File: config.mk
export PLATFORM = sky130hd
export DESIGN_NAME = two_key_priority_queue_core
export DESIGN_NICKNAME = d
export VERILOG_FILES = /design/src/sv/tkpq_pkg.sv /design/src/sv/tkpq_ram.sv /design/src/sv/tkpq_seq.sv /design/src/sv/two_key_priority_queue_core.sv
export SDC_FILE = /design/constraint.sdc
export NUM_CORES = 2
export LEC_CHECK = 0
export ABC_AREA = 0
export BUFFER_PORTS_ARGS = -buffer_cell sky130_fd_sc_hd__buf_2
export CAP_MARGIN = 10
export CORE_MARGIN = 4
export CORE_UTILIZATION = 45
export DETAILED_ROUTE_END_ITERATION = 12
export PLACE_DENSITY = 0.69
export SLEW_MARGIN = 20
export SYNTH_ARGS = -nofsm -noshare
export SYNTH_HDL_FRONTEND = slang
export SYNTH_SLANG_ARGS = --single-unit
File: constraint.sdc
create_clock -name clock -period 11.6 [get_ports clock]
set_clock_uncertainty 0.1 [all_clocks]
set_input_delay 2.32 -clock clock [delete_from_list [all_inputs] [get_ports clock]]
set_output_delay 2.32 -clock clock [all_outputs]
set_load 0.01 [all_outputs]
File: src/sv/tkpq_pkg.sv
// Shared types, constants and address helpers for the two-key priority queue.
// No dependencies; every other file of the block but tkpq_ram imports this package.
package tkpq_pkg;

   localparam int QUEUE_DEPTH = 16;
   localparam int ADDR_W      = $clog2(QUEUE_DEPTH);
   localparam int CNT_W       = $clog2(QUEUE_DEPTH + 1);
   localparam int KEY_W       = 48;
   localparam int PAY_W       = 28;
   localparam int ENTRY_W     = KEY_W + PAY_W;

   typedef logic [ADDR_W-1:0] addr_type;
   typedef logic [CNT_W-1:0]  count_type;

   typedef enum logic {
      OP_PUSH = 1'b0,
      OP_POP  = 1'b1
   } op_type;

   typedef enum logic [1:0] {
      ST_OK    = 2'd0,
      ST_FULL  = 2'd1,
      ST_EMPTY = 2'd2
   } status_type;

   // key is {turn_time, tie_order}; payload is {heading, glyph, y, x}
   typedef struct packed {
      logic [KEY_W-1:0] key;
      logic [PAY_W-1:0] pay;
   } entry_type;

   typedef struct packed {
      logic      start;
      op_type    op;
      entry_type entry;
   } cmd_type;

   typedef struct packed {
      logic       done;
      status_type status;
      logic       valid;
      entry_type  entry;
      count_type  count;
   } result_type;

   typedef struct packed {
      logic      wr_en;
      addr_type  wr_addr;
      entry_type wr_data;
      logic      rd_en;
      addr_type  rd_addr;
   } mem_req_type;

   // Ring address: base plus offset, wrapped at the queue depth.
   function automatic addr_type wrap_add(addr_type base, addr_type offset);
      logic [ADDR_W:0] sum;
      sum = {1'b0, base} + {1'b0, offset};
      if (sum >= (ADDR_W + 1)'(QUEUE_DEPTH)) begin
         sum = sum - (ADDR_W + 1)'(QUEUE_DEPTH);
      end
      return sum[ADDR_W-1:0];
   endfunction

endpackage

File: src/sv/tkpq_ram.sv
// Generic single-write, single-read RAM with a registered read port.
// No dependencies.
module tkpq_ram #(
   parameter int WIDTH = 8,
   parameter int DEPTH = 16
) (
   input  logic                     clock,
   input  logic                     wr_en,
   input  logic [$clog2(DEPTH)-1:0] wr_addr,
   input  logic [WIDTH-1:0]         wr_data,
   input  logic                     rd_en,
   input  logic [$clog2(DEPTH)-1:0] rd_addr,
   output logic [WIDTH-1:0]         rd_data
);

   logic [WIDTH-1:0] mem_ff [DEPTH];
   logic [WIDTH-1:0] rd_data_ff;

   always_ff @(posedge clock) begin
      if (wr_en) begin
         mem_ff[wr_addr] <= wr_data;
      end
      if (rd_en) begin
         rd_data_ff <= mem_ff[rd_addr];
      end
   end

   assign rd_data = rd_data_ff;

endmodule

File: src/sv/tkpq_seq.sv
// Queue sequencer: ring pointers, entry count, head shadow and the insert walk.
// Depends on tkpq_pkg; drives the entry RAM through a request struct.
module tkpq_seq (
   input  logic                      clock,
   input  logic                      reset,
   input  tkpq_pkg::cmd_type         cmd,
   input  tkpq_pkg::entry_type       rd_data,
   output tkpq_pkg::mem_req_type     mem_req,
   output tkpq_pkg::result_type      result,
   output logic                      busy
);
   import tkpq_pkg::*;

   typedef enum logic [3:0] {
      S_IDLE  = 4'b0001,
      S_WALK  = 4'b0010,
      S_PLACE = 4'b0100,
      S_HEAD  = 4'b1000
   } state_type;

   state_type state_ff, state_in;
   count_type count_ff, count_in;
   addr_type  base_ff, base_in;
   addr_type  idx_ff, idx_in;
   entry_type head_ff, head_in;
   entry_type new_ff, new_in;

   always_comb begin
      state_in = state_ff;
      count_in = count_ff;
      base_in  = base_ff;
      idx_in   = idx_ff;
      head_in  = head_ff;
      new_in   = new_ff;
      mem_req  = '0;
      result   = '0;

      unique case (state_ff)
         S_IDLE: begin
            if (cmd.start) begin
               if (cmd.op == OP_POP) begin
                  result.done = 1'b1;
                  if (count_ff == '0) begin
                     result.status = ST_EMPTY;
                     result.count  = count_ff;
                  end else begin
                     // report the head, advance the ring base
                     result.status = ST_OK;
                     result.valid  = 1'b1;
                     result.entry  = head_ff;
                     result.count  = count_ff - count_type'(1);
                     count_in      = count_ff - count_type'(1);
                     base_in       = wrap_add(base_ff, addr_type'(1));
                     if (count_ff > count_type'(1)) begin
                        mem_req.rd_en   = 1'b1;
                        mem_req.rd_addr = wrap_add(base_ff, addr_type'(1));
                        state_in        = S_HEAD;
                     end
                  end
               end else if (count_ff == count_type'(QUEUE_DEPTH)) begin
                  // drop the push
                  result.done   = 1'b1;
                  result.status = ST_FULL;
                  result.valid  = 1'b1;
                  result.entry  = head_ff;
                  result.count  = count_ff;
               end else begin
                  new_in = cmd.entry;
                  if (count_ff == '0) begin
                     mem_req.wr_en   = 1'b1;
                     mem_req.wr_addr = base_ff;
                     mem_req.wr_data = cmd.entry;
                     head_in         = cmd.entry;
                     count_in        = count_type'(1);
                     result.done     = 1'b1;
                     result.status   = ST_OK;
                     result.valid    = 1'b1;
                     result.entry    = cmd.entry;
                     result.count    = count_type'(1);
                  end else begin
                     // start the walk at the tail
                     idx_in          = count_ff[ADDR_W-1:0];
                     mem_req.rd_en   = 1'b1;
                     mem_req.rd_addr = wrap_add(base_ff,
                                                count_ff[ADDR_W-1:0] - addr_type'(1));
                     state_in        = S_WALK;
                  end
               end
            end
         end

         S_WALK: begin
            // rd_data holds slot idx-1
            mem_req.wr_en   = 1'b1;
            mem_req.wr_addr = wrap_add(base_ff, idx_ff);
            if (rd_data.key > new_ff.key) begin
               mem_req.wr_data = rd_data;
               if (idx_ff == addr_type'(1)) begin
                  idx_in   = '0;
                  state_in = S_PLACE;
               end else begin
                  mem_req.rd_en   = 1'b1;
                  mem_req.rd_addr = wrap_add(base_ff, idx_ff - addr_type'(2));
                  idx_in          = idx_ff - addr_type'(1);
               end
            end else begin
               mem_req.wr_data = new_ff;
               count_in        = count_ff + count_type'(1);
               result.done     = 1'b1;
               result.status   = ST_OK;
               result.valid    = 1'b1;
               result.entry    = head_ff;
               result.count    = count_ff + count_type'(1);
               state_in        = S_IDLE;
            end
         end

         S_PLACE: begin
            mem_req.wr_en   = 1'b1;
            mem_req.wr_addr = base_ff;
            mem_req.wr_data = new_ff;
            head_in         = new_ff;
            count_in        = count_ff + count_type'(1);
            result.done     = 1'b1;
            result.status   = ST_OK;
            result.valid    = 1'b1;
            result.entry    = new_ff;
            result.count    = count_ff + count_type'(1);
            state_in        = S_IDLE;
         end

         S_HEAD: begin
            head_in  = rd_data;
            state_in = S_IDLE;
         end

         default: begin
            state_in = S_IDLE;
         end
      endcase
   end

   always_ff @(posedge clock) begin
      if (reset) begin
         state_ff <= S_IDLE;
         count_ff <= '0;
         base_ff  <= '0;
      end else begin
         state_ff <= state_in;
         count_ff <= count_in;
         base_ff  <= base_in;
      end
      idx_ff  <= idx_in;
      head_ff <= head_in;
      new_ff  <= new_in;
   end

   assign busy = (state_ff != S_IDLE);

endmodule

File: src/sv/two_key_priority_queue_core.sv
// Top level of the two-key priority queue: request packing, result register,
// entry RAM. Depends on tkpq_pkg, tkpq_ram and tkpq_seq.
//
// A bounded priority queue of up to QUEUE_DEPTH entries, kept sorted by
// {turn_time, tie_order}, smallest first; among equal keys a newer entry goes
// after the older ones. Raise start with the request ports valid; the item is
// taken at the edge where start is high and busy is low. Each item gives one
// result, shown for exactly one cycle with rsp_valid high, in the cycle after
// the work ends; the receiver cannot stall it, so sample on rsp_valid. A pop
// answers from the head shadow and, when entries remain, stays busy to fetch
// the next head. A push to an empty or full queue finishes from idle. Any other
// push walks from the tail toward the head, one entry a cycle, through the
// single-port-read entry RAM: it fetches the tail, shifts each stored entry
// with a larger key up one slot, then places the new entry. The entries live
// in a ring in RAM, so a pop moves the base pointer and shifts no entry. No
// clearing pass is needed after reset.
module two_key_priority_queue_core (
   input  logic                        clock,
   input  logic                        reset,
   input  logic                        start,
   output logic                        busy,
   input  logic                        req_opcode,
   input  logic [7:0]                  req_x_pos,
   input  logic [7:0]                  req_y_pos,
   input  logic [31:0]                 req_turn_time,
   input  logic [15:0]                 req_tie_order,
   input  logic [7:0]                  req_glyph,
   input  logic signed [3:0]           req_heading,
   output logic                        rsp_valid,
   output logic [1:0]                  rsp_status,
   output logic                        rsp_entry_valid,
   output logic [7:0]                  rsp_entry_x,
   output logic [7:0]                  rsp_entry_y,
   output logic [31:0]                 rsp_entry_turn,
   output logic [15:0]                 rsp_entry_tie,
   output logic [7:0]                  rsp_entry_glyph,
   output logic signed [3:0]           rsp_entry_heading,
   output logic [tkpq_pkg::CNT_W-1:0]  rsp_entry_count,
   output logic                        rsp_queue_empty
);
   import tkpq_pkg::*;

   cmd_type     cmd;
   mem_req_type mem_req;
   result_type  result;
   entry_type   rd_data;
   logic        seq_busy;

   // result register: strobe is control, the rest is payload
   logic       rsp_valid_ff;
   result_type rsp_ff;

   // pack the request: key {turn, tie}, payload {heading, glyph, y, x}
   always_comb begin
      cmd.start     = start & ~seq_busy;
      cmd.op        = op_type'(req_opcode);
      cmd.entry.key = {req_turn_time, req_tie_order};
      cmd.entry.pay = {req_heading, req_glyph, req_y_pos, req_x_pos};
   end

   tkpq_seq u_seq (
      .clock   (clock),
      .reset   (reset),
      .cmd     (cmd),
      .rd_data (rd_data),
      .mem_req (mem_req),
      .result  (result),
      .busy    (seq_busy)
   );

   tkpq_ram #(
      .WIDTH (ENTRY_W),
      .DEPTH (QUEUE_DEPTH)
   ) u_entry_ram (
      .clock   (clock),
      .wr_en   (mem_req.wr_en),
      .wr_addr (mem_req.wr_addr),
      .wr_data (mem_req.wr_data),
      .rd_en   (mem_req.rd_en),
      .rd_addr (mem_req.rd_addr),
      .rd_data (rd_data)
   );

   // hold the result for its one strobe cycle
   always_ff @(posedge clock) begin
      if (reset) begin
         rsp_valid_ff <= 1'b0;
      end else begin
         rsp_valid_ff <= result.done;
      end
      if (result.done) begin
         rsp_ff <= result;
      end
   end

   assign busy              = seq_busy;
   assign rsp_valid         = rsp_valid_ff;
   assign rsp_status        = rsp_ff.status;
   assign rsp_entry_valid   = rsp_ff.valid;
   assign rsp_entry_x       = rsp_ff.entry.pay[7:0];
   assign rsp_entry_y       = rsp_ff.entry.pay[15:8];
   assign rsp_entry_glyph   = rsp_ff.entry.pay[23:16];
   assign rsp_entry_heading = rsp_ff.entry.pay[27:24];
   assign rsp_entry_turn    = rsp_ff.entry.key[47:16];
   assign rsp_entry_tie     = rsp_ff.entry.key[15:0];
   assign rsp_entry_count   = rsp_ff.count;
   assign rsp_queue_empty   = (rsp_ff.count == '0);

endmodule

==> qor.csv <==
stage,metric,value,unit
outcome,outcome,finished clean,
timing,final hold violation count,0,
timing,worst rel slew slack,0.244,
floorplanning,Die H,386,um
yosys,Synth top area share,0.717,
timing,Max Freq,159,MHz
cts,Worst-Skew Late Latency,780,ps
floorplanning,Core Area,0.142,mm^2
placed_design,pre-CTS setup slack,4660,ps
cts,CTS H-Tree Depth,4,
cells_and_area,"most common cell after layout, fill and taps aside",edfxtp_1,
floorplanning,Die Footprint,0.149,mm^2
yosys,syn nets,5033,
setup_path,Setup CP Type,input pin to flip-flop,
yosys,Avg Synthesized Cell Area,13.1,um^2
yosys,ys flop type,edfxtp_1,
floorplanning,Initial Util,0.453,
timing,Max Slew Vio Count,0,
cells_and_area,Finished Layout Cells,6970,
global_routing,Top Usage Layer GRT,met2,
yosys,Seq cells post-synth,1546,
cts,CTS Root Cell,clkbuf_16,
timing,post-layout min period,6290,ps
setup_path,CP max FO,56,
yosys,Yosys warnings,0,
placed_design,RePlAce Congestion,0.821,
placed_design,DP Wirelength,92.9,mm
yosys,area of the mapped netlist,0.0641,mm^2
drt,mean routed wirelength per cell,25.1,um
timing,Tcrit/Tclk final,0.542,
global_routing,largest net degree at the start of global routing,190,
global_routing,vias in the first global route,39600,
global_routing,M3 GR Usage,0.0481,
global_routing,GRT Residual Overflow,0,
timing,Final TNS setup,0,ps
floorplanning,num ports,167,
setup_path,R2R Setup Slk,5470,ps
yosys,leading area contributor after synthesis,edfxtp_1,
yosys,"EDFF count, synth",1532,
cells_and_area,most frequent cells in the layout,"1532 x edfxtp_1, 1085 x nand2_1, 343 x a21oi_1, 303 x nand3_1, 231 x nor3_1",
placed_design,Post-Place Cells,6680,
cells_and_area,final core occ,0.508,
cts,Clock Sinks,1546,
cts,Post-CTS Hold Buffers,0,
cts,Post-CTS Setup Bufs,0,
worst_hold_path,worst hold path class,flip-flop to flip-flop,
timing,Worst Tran Pin Value,1120,ps
drt,routed vias,42200,
power_and_ir_drop,Pwr Density,229,mW/mm^2
setup_path,Reg-to-Reg End,u_entry_ram.rd_data[3],
cts,clock-pin slew on the worst setup and hold paths,60,ps
timing,worst setup slack after layout,5310,ps
global_routing,first-pass GRT wire length,257,mm
yosys,Synth cell types,69,
yosys,Post-Synthesis Cells,4886,
drt,Via-to-Cell Ratio,6.05,
cells_and_area,Layout area overhead,12.1,%
cells_and_area,Total Nets Final,5097,
cts,PostCTS Resize Cnt,0,
cells_and_area,Multi-input gate area,0.0161,mm^2
setup_path,CP endpoint kind,flip-flop,
global_routing,met1 GRT Util,0.333,
global_routing,GRT Resource Usage Total,0.229,
power_and_ir_drop,maximum VDD drop,172,uV
drt,ANT nets after route,0,
drt,DRC Markers,0,
cells_and_area,total area of sequential cells,0.0463,mm^2
cts,TritonCTS clock tree,done,
cells_and_area,layout cell share with drive strength beyond 1,0.104,
yosys,ranking of synthesized cells by area,"edfxtp_1 72%, nand2_1 6.4%, a21oi_1 2.7%, nand3_1 2.4%, nor3_1 1.8%",
drt,First-pass DRT Iterations,8,
setup_path,worst path required time,11880,ps
global_routing,antenna violations before repair,12,
timing,unrepaired setup endpoints after global routing,no,
cells_and_area,fillers,11800,
global_routing,met2 Resource Use GR,0.352,
setup_path,crit path from,start,
floorplanning,die extent in x,386,um
power_and_ir_drop,Lkg Pwr,25.4,nW
cts,Max clock buf depth,3,
run,Max Cap Viol,0,
drt,Routed WL,175,mm
yosys,register area share after synthesis,0.722,
setup_path,Setup crit start kind,input pin,
setup_path,crit path DAT,6570,ps
setup_path,cell depth of the worst flop-to-flop path,11,
setup_path,CP Capture Point,u_entry_ram.mem_ff[9][73],
setup_path,r2r startpoint,u_entry_ram.rd_data[35],
yosys,Post-synth ARST share,0,
placed_design,port bufs,166,
drt,Iteration-0 DRC Markers,5774,
timing,final setup violation count,0,
floorplanning,row count,138,
cts,cts bufs inserted,158,
[registers in the layout, summed over array words and instances, names as in the netlist]
name / count
rsp_entry_valid: 1
rsp_entry_x: 8
u_seq.base_ff: 4
rsp_valid: 1
u_seq.new_ff: 76
rsp_entry_tie: 16
rsp_entry_heading: 4
u_entry_ram.mem_ff: 1216
u_seq.head_ff: 76
u_seq.state_ff: 4
rsp_entry_turn: 32
u_entry_ram.rd_data: 76
rsp_entry_glyph: 8
rsp_entry_y: 8
rsp_status: 2
u_seq.idx_ff: 4
rsp_entry_count: 5
u_seq.count_ff: 5
[worst max-delay path, cell delays in order]
cell	delay, ps
buf_2	110
inv_1	90
nor2_1	690
and3_4	650
nor2_1	170
o21ai_0	130
nand2_1	70
o21ai_0	180
nand2_1	340
nor2_4	790
buf_4	950
[worst min path at each step]
stage,start,to,slack (ps),depth (start not counted)
2_1_floorplan,u_seq.state_ff[0],u_seq.state_ff[0],420,1
3_3_place_gp,u_entry_ram.mem_ff[6][72],u_entry_ram.rd_data[72],430,2
3_5_place_dp,u_entry_ram.mem_ff[6][72],u_entry_ram.rd_data[72],430,2
4_1_cts,u_entry_ram.mem_ff[6][72],u_entry_ram.rd_data[72],450,2
5_1_grt,u_entry_ram.mem_ff[6][72],u_entry_ram.rd_data[72],470,2
6_report,u_entry_ram.mem_ff[6][72],u_entry_ram.rd_data[72],450,2
[cell usage after synthesis, drive strengths merged, types with 10 or more instances]
cell and instances:
nand2 1091, ha 64, a211oi 10, dfxtp 14
inv 137, edfxtp 1532, a222oi 73, nor3 233
nor2 117, clkbuf 177, and3 10, a21oi 344
o21ai 41, nand4 12, a221o 79, nor4 80
nand3 303, mux2i 82, a22oi 153, buf 160
a2111oi 79
[final cells by class]
cell class,count,share of cell area
timing repair buffer,241,0.0206
clock buffer,193,0.0577
multi-input combinational,2866,0.224
tap,1890,0.0329
antenna,5,0.000174
inverter,137,0.00715
sequential,1546,0.644
clock inverter,92,0.0136
[metal layers]
layer	vias to the layer above	wire length (um)	share of wire
met2	2391	79400	0.45
met4	8	4080	0.023
met1	20900	71200	0.41
met3	310	20100	0.11
met5	-	55	0.00031
li1	18600	-	-
[cells by family (layout without fill, tap and decap cells)]
family	count (synthesis)	count (layout)	share of synthesized area
and+or+nand+nor	1873	1873	0.126
DFF	1546	1546	0.722
AOI/OAI and AO/OA	827	827	0.0921
buffers and inverters	474	663	0.0314
muxes	83	83	0.0130
adders and majority gates	67	67	0.0134
xor gates and xnor gates	16	16	0.00219
other	0	5	0
[report_power, final]
group          leakage [nW]  total [mW]  switching [mW]  internal (mW)
logic                  8.66        4.15            3.00           1.15
clock network          2.46        5.05            2.14           2.91
registers              14.3        7.25           0.248           7.01
total                  25.4        16.5            5.39           11.1
[per-stage QoR]
step | hold WS [ps] | area, um^2 | power [mW]
6_report | 447 | 71900 | 16.5
5_1_grt | 468 | 71900 | 17.2
4_1_cts | 449 | 71900 | 16.5
3_5_place_dp | 434 | 66800 | 11.5
3_3_place_gp | 428 | 66800 | 11.4
2_1_floorplan | 416 | 64100 | 10.0
Power figures use the tool's default switching activity.
